<file path="src/pidv_pkg.sv">
`timescale 1ns / 1ps
// ----------------------------------------------------------------------------
// pidv_pkg
// Types and constants shared by the PID step controller and datapath.
// ----------------------------------------------------------------------------
package pidv_pkg;

   localparam int ERR_W    = 16;
   localparam int DT_W     = 16;
   localparam int ACC_W    = 48;
   localparam int MUL_A_W  = 17;
   localparam int MUL_B_W  = 33;
   localparam int PROD_W   = MUL_A_W + MUL_B_W;
   localparam int SUM_W    = 50;
   localparam int DIFF_W   = ERR_W + 1;
   localparam int DIVD_W   = DIFF_W + DT_W;
   localparam int QUO_W    = 32;
   localparam int DERIV_W  = QUO_W + 1;
   localparam int DIV_CNT_W = $clog2(DIVD_W + 1);
   localparam int CSR_IDX_W = 3;

   typedef enum logic [CSR_IDX_W-1:0] {
      CSR_GAIN_PROP  = 3'd0,
      CSR_GAIN_INTEG = 3'd1,
      CSR_GAIN_DERIV = 3'd2,
      CSR_OUT_UPPER  = 3'd3,
      CSR_OUT_LOWER  = 3'd4
   } csr_reg_type;

   typedef enum logic [3:0] {
      S_IDLE,
      S_PREP,
      S_INTEG,
      S_MPROP,
      S_MILO,
      S_MIHI,
      S_DIV,
      S_MDER,
      S_ADDD,
      S_OUT
   } state_type;

   typedef enum logic [2:0] {
      MUL_NONE,
      MUL_PREV_DT,
      MUL_PROP_E,
      MUL_INT_LO,
      MUL_INT_HI,
      MUL_DER
   } mul_sel_type;

   typedef enum logic [2:0] {
      ACC_NONE,
      ACC_INTEG,
      ACC_SUM_LOAD,
      ACC_SUM_ADD,
      ACC_SUM_SHR16,
      ACC_SUM_SHL8
   } acc_op_type;

   typedef struct packed {
      logic        latch;
      logic        div_start;
      mul_sel_type mul_sel;
      acc_op_type  acc_op;
      logic        prev_upd;
      logic        rsp_load;
   } cmd_type;

   typedef struct packed {
      logic div_busy;
   } sts_type;

endpackage

</file>
<file path="src/pidv_div.sv">
`timescale 1ns / 1ps
// ----------------------------------------------------------------------------
// pidv_div
// Restoring unsigned divider, one quotient bit per cycle.
// ----------------------------------------------------------------------------
module pidv_div (
   input  logic                          clock,
   input  logic                          reset,
   input  logic                          start,
   input  logic [pidv_pkg::DIVD_W-1:0]   dividend,
   input  logic [pidv_pkg::DT_W-1:0]     divisor,
   output logic                          busy,
   output logic [pidv_pkg::DIVD_W-1:0]   quotient
);

   logic [pidv_pkg::DT_W-1:0]      rem_ff, rem_in;
   logic [pidv_pkg::DIVD_W-1:0]    quo_ff, quo_in;
   logic [pidv_pkg::DIV_CNT_W-1:0] cnt_ff, cnt_in;
   logic [pidv_pkg::DT_W:0]        trial;
   logic                           fits;

   assign trial = {rem_ff, quo_ff[pidv_pkg::DIVD_W-1]};
   assign fits  = (trial >= {1'b0, divisor});

   always_comb begin
      rem_in = rem_ff;
      quo_in = quo_ff;
      cnt_in = cnt_ff;
      if (start) begin
         rem_in = '0;
         quo_in = dividend;
         cnt_in = pidv_pkg::DIV_CNT_W'(pidv_pkg::DIVD_W);
      end else if (cnt_ff != '0) begin
         rem_in = fits ? pidv_pkg::DT_W'(trial - {1'b0, divisor})
                       : trial[pidv_pkg::DT_W-1:0];
         quo_in = {quo_ff[pidv_pkg::DIVD_W-2:0], fits};
         cnt_in = cnt_ff - 1'b1;
      end
   end

   always_ff @(posedge clock) begin
      if (reset) begin
         cnt_ff <= '0;
      end else begin
         cnt_ff <= cnt_in;
      end
   end

   always_ff @(posedge clock) begin
      rem_ff <= rem_in;
      quo_ff <= quo_in;
   end

   assign busy     = (cnt_ff != '0);
   assign quotient = quo_ff;

endmodule

</file>
<file path="src/pidv_dp.sv">
`timescale 1ns / 1ps
// ----------------------------------------------------------------------------
// pidv_dp
// PID datapath: state, settings, shared multiplier, accumulators, clamp.
// ----------------------------------------------------------------------------
module pidv_dp #(
   parameter int DT_MIN_THRESHOLD = 7
) (
   input  logic                                 clock,
   input  logic                                 reset,
   input  pidv_pkg::cmd_type                    cmd,
   output pidv_pkg::sts_type                    sts,
   input  logic signed [pidv_pkg::ERR_W-1:0]    req_error_sample,
   input  logic        [pidv_pkg::DT_W-1:0]     req_step_time,
   input  logic                                 csr_write,
   input  logic [pidv_pkg::CSR_IDX_W-1:0]       csr_index,
   input  logic [pidv_pkg::ERR_W-1:0]           csr_data,
   output logic signed [pidv_pkg::ERR_W-1:0]    rsp_control_out,
   output logic                                 rsp_clamped
);

   localparam logic [pidv_pkg::DT_W-1:0] DT_MIN = pidv_pkg::DT_W'(DT_MIN_THRESHOLD);
   localparam logic signed [pidv_pkg::ACC_W-1:0] ACC_MAX = {1'b0, {(pidv_pkg::ACC_W-1){1'b1}}};
   localparam logic signed [pidv_pkg::ACC_W-1:0] ACC_MIN = {1'b1, {(pidv_pkg::ACC_W-1){1'b0}}};

   logic signed [pidv_pkg::ERR_W-1:0]  gain_prop_ff, gain_integ_ff, gain_deriv_ff;
   logic signed [pidv_pkg::ERR_W-1:0]  out_upper_ff, out_lower_ff;
   logic signed [pidv_pkg::ERR_W-1:0]  e_ff, prev_ff, prev_in;
   logic        [pidv_pkg::DT_W-1:0]   dt_ff;
   logic signed [pidv_pkg::ACC_W-1:0]  acc_ff, acc_in;
   logic signed [pidv_pkg::PROD_W-1:0] prod_ff, prod_in;
   logic signed [pidv_pkg::SUM_W-1:0]  sum_ff, sum_in;
   logic                               deriv_en_ff, deriv_neg_ff;
   logic signed [pidv_pkg::ERR_W-1:0]  ctl_ff, ctl_in;
   logic                               clamp_ff, clamp_in;

   logic signed [pidv_pkg::DIFF_W-1:0]  diff;
   logic        [pidv_pkg::DIFF_W-1:0]  mag;
   logic                                div_go;
   logic                                div_busy;
   logic        [pidv_pkg::DIVD_W-1:0]  quo;
   logic signed [pidv_pkg::DERIV_W-1:0] deriv_mag, deriv;
   logic signed [pidv_pkg::MUL_A_W-1:0] mul_a;
   logic signed [pidv_pkg::MUL_B_W-1:0] mul_b;
   logic signed [pidv_pkg::ACC_W:0]     acc_sum;
   logic signed [pidv_pkg::SUM_W-1:0]   prod_ext, prod_shr, prod_shl;
   logic signed [pidv_pkg::SUM_W-1:0]   upper_ext, lower_ext;

   // settings
   always_ff @(posedge clock) begin
      if (reset) begin
         gain_prop_ff  <= '0;
         gain_integ_ff <= '0;
         gain_deriv_ff <= '0;
         out_upper_ff  <= 16'sh7FFF;
         out_lower_ff  <= 16'sh8000;
      end else if (csr_write) begin
         unique case (csr_index)
            pidv_pkg::CSR_GAIN_PROP:  gain_prop_ff  <= csr_data;
            pidv_pkg::CSR_GAIN_INTEG: gain_integ_ff <= csr_data;
            pidv_pkg::CSR_GAIN_DERIV: gain_deriv_ff <= csr_data;
            pidv_pkg::CSR_OUT_UPPER:  out_upper_ff  <= csr_data;
            pidv_pkg::CSR_OUT_LOWER:  out_lower_ff  <= csr_data;
            default: ;
         endcase
      end
   end

   // derivative division
   assign diff   = {e_ff[pidv_pkg::ERR_W-1], e_ff} - {prev_ff[pidv_pkg::ERR_W-1], prev_ff};
   assign mag    = diff[pidv_pkg::DIFF_W-1] ? pidv_pkg::DIFF_W'(-diff) : diff;
   assign div_go = cmd.div_start && (dt_ff > DT_MIN);

   pidv_div u_div (
      .clock    (clock),
      .reset    (reset),
      .start    (div_go),
      .dividend ({mag, {pidv_pkg::DT_W{1'b0}}}),
      .divisor  (dt_ff),
      .busy     (div_busy),
      .quotient (quo)
   );

   assign sts.div_busy = div_busy;

   assign deriv_mag = deriv_en_ff ? {1'b0, quo[pidv_pkg::QUO_W-1:0]} : '0;
   assign deriv     = deriv_neg_ff ? -deriv_mag : deriv_mag;

   // shared multiplier
   always_comb begin
      unique case (cmd.mul_sel)
         pidv_pkg::MUL_PREV_DT: begin
            mul_a = {prev_ff[pidv_pkg::ERR_W-1], prev_ff};
            mul_b = {{(pidv_pkg::MUL_B_W-pidv_pkg::DT_W){1'b0}}, dt_ff};
         end
         pidv_pkg::MUL_PROP_E: begin
            mul_a = {gain_prop_ff[pidv_pkg::ERR_W-1], gain_prop_ff};
            mul_b = {{(pidv_pkg::MUL_B_W-pidv_pkg::ERR_W){e_ff[pidv_pkg::ERR_W-1]}}, e_ff};
         end
         pidv_pkg::MUL_INT_LO: begin
            mul_a = {gain_integ_ff[pidv_pkg::ERR_W-1], gain_integ_ff};
            mul_b = {{(pidv_pkg::MUL_B_W-24){1'b0}}, acc_ff[23:0]};
         end
         pidv_pkg::MUL_INT_HI: begin
            mul_a = {gain_integ_ff[pidv_pkg::ERR_W-1], gain_integ_ff};
            mul_b = {{(pidv_pkg::MUL_B_W-24){acc_ff[pidv_pkg::ACC_W-1]}}, acc_ff[47:24]};
         end
         pidv_pkg::MUL_DER: begin
            mul_a = {gain_deriv_ff[pidv_pkg::ERR_W-1], gain_deriv_ff};
            mul_b = deriv;
         end
         default: begin
            mul_a = '0;
            mul_b = '0;
         end
      endcase
   end

   assign prod_in = mul_a * mul_b;

   // accumulation
   assign acc_sum  = {acc_ff[pidv_pkg::ACC_W-1], acc_ff} + prod_ff[pidv_pkg::ACC_W:0];
   assign prod_ext = prod_ff;
   assign prod_shr = {{16{prod_ff[pidv_pkg::PROD_W-1]}}, prod_ff[pidv_pkg::PROD_W-1:16]};
   assign prod_shl = {prod_ff[41:0], 8'b0};

   always_comb begin
      acc_in = acc_ff;
      sum_in = sum_ff;
      unique case (cmd.acc_op)
         pidv_pkg::ACC_INTEG: begin
            if (acc_sum[pidv_pkg::ACC_W] != acc_sum[pidv_pkg::ACC_W-1]) begin
               acc_in = acc_sum[pidv_pkg::ACC_W] ? ACC_MIN : ACC_MAX;
            end else begin
               acc_in = acc_sum[pidv_pkg::ACC_W-1:0];
            end
         end
         pidv_pkg::ACC_SUM_LOAD:  sum_in = prod_ext;
         pidv_pkg::ACC_SUM_ADD:   sum_in = sum_ff + prod_ext;
         pidv_pkg::ACC_SUM_SHR16: sum_in = sum_ff + prod_shr;
         pidv_pkg::ACC_SUM_SHL8:  sum_in = sum_ff + prod_shl;
         default: ;
      endcase
   end

   // previous error and integral both zero: new error becomes the previous
   always_comb begin
      prev_in = prev_ff;
      if (cmd.latch) begin
         if (prev_ff == '0 && acc_ff == '0) begin
            prev_in = req_error_sample;
         end
      end else if (cmd.prev_upd) begin
         prev_in = e_ff;
      end
   end

   // output clamp
   assign upper_ext = {{26{out_upper_ff[pidv_pkg::ERR_W-1]}}, out_upper_ff, 8'b0};
   assign lower_ext = {{26{out_lower_ff[pidv_pkg::ERR_W-1]}}, out_lower_ff, 8'b0};

   always_comb begin
      ctl_in   = ctl_ff;
      clamp_in = clamp_ff;
      if (cmd.rsp_load) begin
         priority if (sum_ff > upper_ext) begin
            ctl_in   = out_upper_ff;
            clamp_in = 1'b1;
         end else if (sum_ff < lower_ext) begin
            ctl_in   = out_lower_ff;
            clamp_in = 1'b1;
         end else begin
            ctl_in   = sum_ff[23:8];
            clamp_in = 1'b0;
         end
      end
   end

   always_ff @(posedge clock) begin
      if (reset) begin
         prev_ff <= '0;
         acc_ff  <= '0;
      end else begin
         prev_ff <= prev_in;
         acc_ff  <= acc_in;
      end
   end

   always_ff @(posedge clock) begin
      if (cmd.latch) begin
         e_ff  <= req_error_sample;
         dt_ff <= req_step_time;
      end
      if (cmd.div_start) begin
         deriv_en_ff  <= (dt_ff > DT_MIN);
         deriv_neg_ff <= diff[pidv_pkg::DIFF_W-1];
      end
      prod_ff  <= prod_in;
      sum_ff   <= sum_in;
      ctl_ff   <= ctl_in;
      clamp_ff <= clamp_in;
   end

   assign rsp_control_out = ctl_ff;
   assign rsp_clamped     = clamp_ff;

endmodule

</file>
<file path="src/pidv_ctrl.sv">
`timescale 1ns / 1ps
// ----------------------------------------------------------------------------
// pidv_ctrl
// Sequencer for one PID step and the handshakes of both channels.
// ----------------------------------------------------------------------------
module pidv_ctrl (
   input  logic              clock,
   input  logic              reset,
   input  logic              req_valid,
   output logic              req_ready,
   output logic              rsp_valid,
   input  logic              rsp_ready,
   input  pidv_pkg::sts_type sts,
   output pidv_pkg::cmd_type cmd
);

   pidv_pkg::state_type state_ff, state_in;
   logic                rsp_valid_ff, rsp_valid_in;
   logic                slot_free;

   assign slot_free = !rsp_valid_ff || rsp_ready;

   always_comb begin
      state_in = state_ff;
      unique case (state_ff)
         pidv_pkg::S_IDLE:  if (req_valid) state_in = pidv_pkg::S_PREP;
         pidv_pkg::S_PREP:  state_in = pidv_pkg::S_INTEG;
         pidv_pkg::S_INTEG: state_in = pidv_pkg::S_MPROP;
         pidv_pkg::S_MPROP: state_in = pidv_pkg::S_MILO;
         pidv_pkg::S_MILO:  state_in = pidv_pkg::S_MIHI;
         pidv_pkg::S_MIHI:  state_in = pidv_pkg::S_DIV;
         pidv_pkg::S_DIV:   if (!sts.div_busy) state_in = pidv_pkg::S_MDER;
         pidv_pkg::S_MDER:  state_in = pidv_pkg::S_ADDD;
         pidv_pkg::S_ADDD:  state_in = pidv_pkg::S_OUT;
         pidv_pkg::S_OUT:   if (slot_free) state_in = pidv_pkg::S_IDLE;
         default:           state_in = pidv_pkg::S_IDLE;
      endcase
   end

   always_comb begin
      cmd       = '0;
      req_ready = 1'b0;
      unique case (state_ff)
         pidv_pkg::S_IDLE: begin
            req_ready = 1'b1;
            cmd.latch = req_valid;
         end
         pidv_pkg::S_PREP: begin
            cmd.div_start = 1'b1;
            cmd.mul_sel   = pidv_pkg::MUL_PREV_DT;
         end
         pidv_pkg::S_INTEG: begin
            cmd.acc_op   = pidv_pkg::ACC_INTEG;
            cmd.prev_upd = 1'b1;
            cmd.mul_sel  = pidv_pkg::MUL_PROP_E;
         end
         pidv_pkg::S_MPROP: begin
            cmd.acc_op  = pidv_pkg::ACC_SUM_LOAD;
            cmd.mul_sel = pidv_pkg::MUL_INT_LO;
         end
         pidv_pkg::S_MILO: begin
            cmd.acc_op  = pidv_pkg::ACC_SUM_SHR16;
            cmd.mul_sel = pidv_pkg::MUL_INT_HI;
         end
         pidv_pkg::S_MIHI: cmd.acc_op = pidv_pkg::ACC_SUM_SHL8;
         pidv_pkg::S_DIV:  ;
         pidv_pkg::S_MDER: cmd.mul_sel = pidv_pkg::MUL_DER;
         pidv_pkg::S_ADDD: cmd.acc_op = pidv_pkg::ACC_SUM_ADD;
         pidv_pkg::S_OUT:  cmd.rsp_load = slot_free;
         default: ;
      endcase
   end

   always_comb begin
      rsp_valid_in = rsp_valid_ff;
      if (cmd.rsp_load) begin
         rsp_valid_in = 1'b1;
      end else if (rsp_ready) begin
         rsp_valid_in = 1'b0;
      end
   end

   always_ff @(posedge clock) begin
      if (reset) begin
         state_ff     <= pidv_pkg::S_IDLE;
         rsp_valid_ff <= 1'b0;
      end else begin
         state_ff     <= state_in;
         rsp_valid_ff <= rsp_valid_in;
      end
   end

   assign rsp_valid = rsp_valid_ff;

endmodule

</file>
<file path="src/pid_step_variable_dt.sv">
`timescale 1ns / 1ps
// ----------------------------------------------------------------------------
// pid_step_variable_dt
// PID controller step with variable time step and clamped output.
// ----------------------------------------------------------------------------
// One error word and time step in, one clamped control word out. A new word
// can be taken only after the result of the last one is loaded, at the
// earliest in the cycle after the load. The derivative uses a 33-step restoring
// divider; with step_time at or below DT_MIN_THRESHOLD the divider is skipped.
// The five products share one 17 x 33 multiplier. A finished result waits in
// the output register while the next word is taken in; the word after that
// stalls until the receiver takes it. Settings may be written at any time the
// block is idle and are taken every cycle.
module pid_step_variable_dt #(
   parameter int DT_MIN_THRESHOLD = 7
) (
   input  logic                                 clock,
   input  logic                                 reset,
   input  logic                                 req_valid,
   output logic                                 req_ready,
   input  logic signed [pidv_pkg::ERR_W-1:0]    req_error_sample,
   input  logic        [pidv_pkg::DT_W-1:0]     req_step_time,
   output logic                                 rsp_valid,
   input  logic                                 rsp_ready,
   output logic signed [pidv_pkg::ERR_W-1:0]    rsp_control_out,
   output logic                                 rsp_clamped,
   input  logic                                 csr_valid,
   output logic                                 csr_ready,
   input  logic [pidv_pkg::CSR_IDX_W-1:0]       csr_index,
   input  logic [pidv_pkg::ERR_W-1:0]           csr_data
);

   pidv_pkg::cmd_type cmd;
   pidv_pkg::sts_type sts;

   assign csr_ready = 1'b1;

   pidv_ctrl u_ctrl (
      .clock     (clock),
      .reset     (reset),
      .req_valid (req_valid),
      .req_ready (req_ready),
      .rsp_valid (rsp_valid),
      .rsp_ready (rsp_ready),
      .sts       (sts),
      .cmd       (cmd)
   );

   pidv_dp #(
      .DT_MIN_THRESHOLD (DT_MIN_THRESHOLD)
   ) u_dp (
      .clock            (clock),
      .reset            (reset),
      .cmd              (cmd),
      .sts              (sts),
      .req_error_sample (req_error_sample),
      .req_step_time    (req_step_time),
      .csr_write        (csr_valid),
      .csr_index        (csr_index),
      .csr_data         (csr_data),
      .rsp_control_out  (rsp_control_out),
      .rsp_clamped      (rsp_clamped)
   );

   a_busy_after_accept: assert property (@(posedge clock) disable iff (reset)
      (req_valid && req_ready) |=> !req_ready)
      else $error("input taken again straight after a word");

   a_idle_on_result: assert property (@(posedge clock) disable iff (reset)
      $rose(rsp_valid) |-> req_ready)
      else $error("result loaded without return to idle");

   a_load_slot_free: assert property (@(posedge clock) disable iff (reset)
      cmd.rsp_load |-> (!rsp_valid || rsp_ready))
      else $error("result register overwritten while waiting");

endmodule
</file>
<file path="config.mk">
export PLATFORM = sky130hd
export DESIGN_NAME = pid_step_variable_dt
export DESIGN_NICKNAME = d
export VERILOG_FILES = /design/src/pidv_pkg.sv /design/src/pidv_div.sv /design/src/pidv_dp.sv /design/src/pidv_ctrl.sv /design/src/pid_step_variable_dt.sv
export SDC_FILE = /design/constraint.sdc
export NUM_CORES = 2
export LEC_CHECK = 0
export BUFFER_PORTS_ARGS = -buffer_cell sky130_fd_sc_hd__buf_2
export CAP_MARGIN = 5
export CORE_ASPECT_RATIO = 1.5
export CORE_MARGIN = 1.5
export CORE_UTILIZATION = 40
export DETAILED_ROUTE_END_ITERATION = 12
export MAX_ROUTING_LAYER = met4
export PLACE_DENSITY = 0.66
export SLEW_MARGIN = 10
export SYNTH_ARGS = -nofsm -noshare
export SYNTH_HDL_FRONTEND = slang
export SYNTH_SLANG_ARGS = --single-unit
export TNS_END_PERCENT = 20
</file>
<file path="constraint.sdc">
create_clock -name clock -period 8.4 [get_ports clock]
set_input_delay 0.42 -clock clock [delete_from_list [all_inputs] [get_ports clock]]
set_output_delay 0.42 -clock clock [all_outputs]
set_load 0.02 [all_outputs]
</file>
# Word level (Yosys, flattened, before mapping)

Cells that the tools add are included.

Output and inout bits: 20
Input port bits: 56
Logic and storage cells: 118
Register bits after elaboration: 355

Multiply operators: 1
Reduce and logical (&&, ||, !) cells: 22
Add/subtract/negate cells: 9
Equal/unequal tests: 28
Multiplexer cells: 32
Order comparisons: 4

Operators by type and width:

| operator                                                        | count |
|---|---|
| one-hot mux 50 bit (4 select lines)                             | 1 |
| one-hot mux 33 bit (5 select lines)                             | 1 |
| adder 50 bit                                                    | 2 |
| 2-to-1 mux 33 bit                                               | 3 |
| 2-to-1 mux 16 bit                                               | 6 |
| 2-to-1 mux 48 bit                                               | 2 |
| one-hot mux 17 bit (4 select lines)                             | 1 |
| adder 50 x 34 -> 50 bit                                         | 1 |
| greater-than comparator 50 x 24 -> 1 bit                        | 1 |
| < comparator 50 x 24 -> 1 bit                                   | 1 |
| multiplier 17 x 33 -> 50 bit                                    | 1 |
| adder 49 bit                                                    | 1 |
| logical NOT 48 bit                                              | 1 |
| one-hot mux 4 bit (10 select lines)                             | 1 |
| negation 33 bit                                                 | 1 |
| 2-to-1 mux 32 bit                                               | 1 |
| one-hot mux 3 bit (5 select lines)                              | 2 |
| == test 3 x 2 -> 1 bit (second input constant)                  | 6 |
| greater-or-equal comparator 17 x 16 -> 1 bit                    | 1 |
| 2-to-1 mux 17 bit                                               | 1 |
| negation 17 bit                                                 | 1 |
| subtractor 16 x 16 -> 17 bit                                    | 1 |
| == test 4 x 3 -> 1 bit (second input constant)                  | 4 |
| greater-than comparator 16 x 3 -> 1 bit (second input constant) | 1 |
| 25 further kinds                                                | 54 |

# Longest topological paths before layout

Word-level depth: 6
Depth in mapped cells: 36
Mapped depth without buffers: 32

# By module

Synthesis repeated with hierarchy kept, for this count alone.

Cells, all modules: 5,550
Area, all modules: 46,778.6 um^2

By module, submodules not included:

| module               | area an instance (um^2) | sequential area each (um^2) | instances | cells each |
|---|---|---|---|---|
| pidv_dp              | 43,021.3                | 6,916.6                     | 1         | 5,179 |
| pidv_div             | 3,382.0                 | 1,431.4                     | 1         | 324 |
| pidv_ctrl            | 364.1                   | 100.1                       | 1         | 45 |
| pid_step_variable_dt | 11.3                    | 0.0                         | 1         | 2 |

# Least setup slack after synthesis

OpenSTA, ideal clock, no wires.

Kind: register to register
Start point: reg u_dp.u_div.quo_ff (netlist bit u_dp.u_div.quotient[5])
End point: reg u_dp.prod_ff (netlist bit u_dp.prod_ext[46])
Cell stages (with the launch flop): 31
Required time: 8.328 ns
Buffers on the path: 1
Data arrival time: 8.271 ns
Slack: 0.057 ns
Setup time: 0.072 ns
Cells stage by stage: dfxtp_1 > or3_4 > or3_4 > or3_4 > or2_4 > o21ai_0 > xor2_1 > o2111ai_1 > nand2_1 > fa_1 > inv_1 > fa_1 > inv_1 > fa_1 > inv_1 > fa_1 > fa_1 > inv_1 > fa_1 > inv_1 > ha_1 > clkbuf_1 > a21oi_1 > o211ai_1 > nor4b_2 > nor2_1 > o311ai_1 > nand4_1 > a41o_1 > a311oi_1 > xnor2_1

Cells in the longest elaborated chain, start to end: 5

RTL lines:

| what                                  | line           | text |
|---|---|---|
| from (decl)                           | pidv_div.sv:17 | `logic [pidv_pkg::DIVD_W-1:0] quo_ff, quo_in;` |
| from (signal assigned)                | pidv_div.sv:51 | `quo_ff <= quo_in;` |
| 2-to-1 mux 32 bit *                   | pidv_dp.sv:86  | `assign deriv_mag = deriv_en_ff ? {1'b0, quo[pidv_pkg::QUO_W-1:0]} : '0;` |
| negation 33 bit                       | pidv_dp.sv:87  | `assign deriv = deriv_neg_ff ? -deriv_mag : deriv_mag;` |
| 2-to-1 mux 33 bit *                   | pidv_dp.sv:87  |  |
| one-hot mux 33 bit (5 select lines) * | pidv_dp.sv:91  | `unique case (cmd.mul_sel)` |
| multiplier 17 x 33 -> 50 bit *        | pidv_dp.sv:119 | `assign prod_in = mul_a * mul_b;` |
| named net u_dp.prod_in (one bit)      | pidv_dp.sv:31  | `logic signed [pidv_pkg::PROD_W-1:0] prod_ff, prod_in;` |
| to (signal assigned)                  | pidv_dp.sv:198 | `prod_ff <= prod_in;` |
| to (decl)                             | pidv_dp.sv:31  |  |

Mark *: on every way through the listed nets, which the timed path passes. The rest lies on a longest branch.
A chain may end at the register's enable or synchronous reset.

# Worst setup path in the final report

Same ends and word-level chain as after synthesis.

==> results.toml <==
[status]
status = "finished clean"

[drt]
drt_iter0_drc = 3427
vias_per_cell = 5.745
dr_total_vias = 42304
drc = 0
wirelength_um = 174100
first_pass_iters = 8
wire_per_inst_um = 23.64
ant_nets = 0

[placement]
portBuffers = 74
dp_cells = 7246
gp_congestion = 1.039
hpwl_um = 138600

[worst_setup_path]
r2r_start = "u_dp.u_div.quotient[5]"
start_kind = "register"
path_class = "reg -> reg"
required_ns = 8.86
crit_start = "u_dp.u_div.quotient[5]"
r2r_setup_slack_ns = 0.25
worstSetupEndpointType = "register"
crit_slowest_cell = "fa_1"
critPathMaxStageDelay_ns = 0.57
path_max_fanout = 6
cp_common_cell = "fa_1"
reg2reg_to = "u_dp.prod_ext[46]"
rr_worst_depth = 32
critPathCapture = "u_dp.prod_ext[46]"
crit_arrival_ns = 8.61

[hold_path]
hold_path_class = "in -> reg"
hold_depth = 1

[pwr]
power_per_cell_area_nw_per_um2 = 144.3
p_sw_share_pct = 42.70
intPower_mw = 4.290
power_mw = 7.486
vdd_ir_drop_max_mv = 0.1328
p_switching_mw = 3.196
pwr-share-comb_pct = 44.4
p_seq_share_pct = 31.9
p_clk_share_pct = 23.7
p_leak_nw = 24.21

[clock_network]
clk_path_buf_depth = 3
cts.sinks = 355
clock_latency_ns = 0.60
cts_made_buffers = 39
clk_pin_slew_ns = 0.07
cts_tree = "yes"
cts_root_buffer = "clkbuf_16"
cts_htree_levels = 2

[timing]
final-max-slew-violation-count = 0
rsz0062_at_grt = "true"
min_period_ns = 8.148
max_slew.worst_pin.slew_ns = 1.152
hold_viol = 0
max_slew_margin_pct = 23.23
max_freq_mhz = 122.7
finalSetupViolations = 0
finalCritPeriodShare_pct = 96.99
clock_skew_ns = 0.02484

[floorplan]
dieWidth_um = 281.4
start_util_pct = 40.21
fp.dieH_um = 420.6
ioPinCount = 76
dieArea_um2 = 118300
placementRows = 153
fp.coreArea_um2 = 115600

[final_layout]
syn2layout_area_growth_pct = 11.55
instances_no_fill = 7363
nNetsFinal = 6748
drive_above_1_share_pct = 9.401

[grt]
grt_pass1_vias = 42916
grt_max_degree = 83
grtUsageMet3_pct = 4.832
grt_use_met1_pct = 30.63
track_usage_pct = 30.35
busiest_layer = "met2"
antenna_found_initial = 4
grt_overflow = 0
grt_pass1_wl_um = 260400
met2_usage_pct = 49.97

[logic_synthesis]
synth_nets = 6616
syn_inst = 5645
synth_area_per_cell_um2 = 8.237
ys_seq_elements = 355
ys_top_cells_by_area = "fa_1, dfxtp_1, ha_1, edfxtp_1, nand2_1"
syn-cell-area_um2 = 46500
ys.flop_type = "dfxtp_1"
synth_top_area_share_pct = 23.34
synthArstFlopShare_pct = 0
ys_seq_area_share_pct = 17.82
synth-edff-count = 118
ys_warn_count = 0
yosysTopAreaCell = "fa_1"
synth_cell_types = 87

[flow_run]
drv_cap = 0
## layer usage
metal	wire length, um	up-vias
li1	-	19283
met1	59590	20674
met2	83190	1665
met3	10920	682
met4	20380	0
met5	0	-
## worst max-delay path, delay by kind of cell, from the launching register on
kind / cells / cell delay (ns)
compound gates: 8 / 1.53
fa+ha+maj: 7 / 3.37
buf+inv: 9 / 0.91
simple gates: 7 / 1.79
xor+xnor: 1 / 0.11
flops: 1 / 0.31
## flip-flops by register name (all words and copies together) (netlist names), 33 cells and up
signal	cells
u_dp.prod_ext	50
u_dp.sum_ff	50
u_dp.acc_ff	48
u_dp.u_div.quotient	33
## per-stage QoR
step / setup WS (ns) / util [%] / TNS [ns] / cell area, um^2 / hold slack (ns)
4_1_cts: 0.02075 / 44.38 / 0 / 51310 / 0.0001096
6_report: 0.2525 / 44.86 / 0 / 51870 / 0.02156
3_5_place_dp: -0.06618 / 43.19 / -0.06618 / 49940 / 0.4490
5_1_grt: -0.08155 / 44.86 / -0.1971 / 51870 / 0.0007724
2_1_floorplan: 0.05694 / - / 0 / 46500 / 0.4359
3_3_place_gp: 0.02296 / 43.19 / 0 / 49940 / 0.4421
## repair_timing
| item | 4_1_cts | 5_1_grt |
|---|---|---|
| pin swaps | 1 | 56 |
| endpoints found under the hold margin | 9 | 0 |
| setup endpoints to repair | 1 | 22 |
| resized for setup | 4 | 79 |
| buffers inserted | 1 | 29 |
| cloned | 0 | 1 |
| hold buffers | 9 | 0 |
## power by group through the flow
stage                     sequential (mW)  combinational (mW)  clock (mW)
final                                2.39                3.32        1.77
after global routing                 2.40                3.63        1.86
after CTS                            2.37                3.21        1.80
after detailed placement             2.40                3.19           0
after global placement               2.40                3.15           0
after floorplan                      2.24                2.21           0
## cells in the final DEF, fill, tap and decap left out, drive strengths merged, types with 15 or more instances in the layout
| cell | instances |
|---|---|
| o21bai | 36 |
| a31oi | 23 |
| clkbuf | 46 |
| o21ai | 242 |
| o21a | 35 |
| nand3b | 20 |
| or2 | 20 |
| xnor2 | 134 |
| a311oi | 42 |
| a21oi | 344 |
| ha | 373 |
| a21o | 137 |
| edfxtp | 118 |
| and4 | 15 |
| nor2 | 500 |
| xor2 | 98 |
| nor3 | 114 |
| o2111ai | 17 |
| a21boi | 20 |
| nand4 | 62 |
| and3 | 28 |
| a211oi | 79 |
| nand2b | 46 |
| a22oi | 50 |
| dfxtp | 237 |
| and2 | 33 |
| nand3 | 61 |
| o31ai | 25 |
| buf | 346 |
| nor4 | 38 |
| nor2b | 49 |
| fa | 542 |
| mux2 | 17 |
| mux2i | 40 |
| nand2 | 835 |
| inv | 746 |
| o211ai | 39 |
## cells in the mapped netlist, types with 16 or more instances
cell,n
o21ai_0,226
fa_1,542
nand3_1,61
nand4_1,62
edfxtp_1,118
nor2_1,499
xor2_1,98
a311oi_1,42
a21oi_1,343
o31ai_1,24
a21o_1,137
dfxtp_1,237
nand2b_1,46
ha_1,373
buf_2,22
or2_2,19
o2111ai_1,16
mux2_2,17
and3_1,28
inv_1,740
nor3_1,114
and2_1,33
mux2i_1,40
xnor2_1,134
nor2b_1,49
o21bai_1,36
nand2_1,835
clkbuf_1,224
o211ai_1,39
a22oi_1,50
o21a_1,34
nor4_1,38
a31oi_1,23
nand3b_1,20
a211oi_1,79
## worst min path at each step
| stage | slack (ns) | to | startpoint |
|---|---|---|---|
| 3_3_place_gp | 0.44 | u_dp.gain_prop_ff[0] | u_dp.gain_prop_ff[0] |
| 6_report | 0.02 | u_dp.dt_ff[3] | req_step_time[3] |
| 5_1_grt | 0.0008 | u_dp.dt_ff[2] | req_step_time[2] |
| 2_1_floorplan | 0.44 | u_dp.gain_deriv_ff[0] | u_dp.gain_deriv_ff[0] |
| 4_1_cts | 0.0001 | u_dp.dt_ff[3] | req_step_time[3] |
| 3_5_place_dp | 0.45 | u_dp.gain_deriv_ff[11] | u_dp.gain_deriv_ff[11] |
## cell families (layout without fill, tap and decap cells)
kind of cell,after synthesis,after routing,share of synthesized area (%)
xor gates and xnor gates,232,232,4.370
muxes,57,57,1.273
and+or+nand+nor,1857,1857,17.61
DFF,355,355,17.82
AOI/OAI and AO/OA,1223,1223,17.32
buffers and inverters,1005,1168,8.218
other,1,6,0.008065
adders and majority gates,915,915,33.37
## final cells by class
class	count	area [um^2]
Fill cell	11533	63760
Multi-Input combinational cell	4285	34790
Sequential cell	355	8288
Timing Repair Buffer	355	2799
Inverter	741	2785
Tap cell	1550	1939
Clock buffer	46	1044
Clock inverter	26	215.2
Antenna cell	5	12.51
Power figures use the tool's default switching activity.
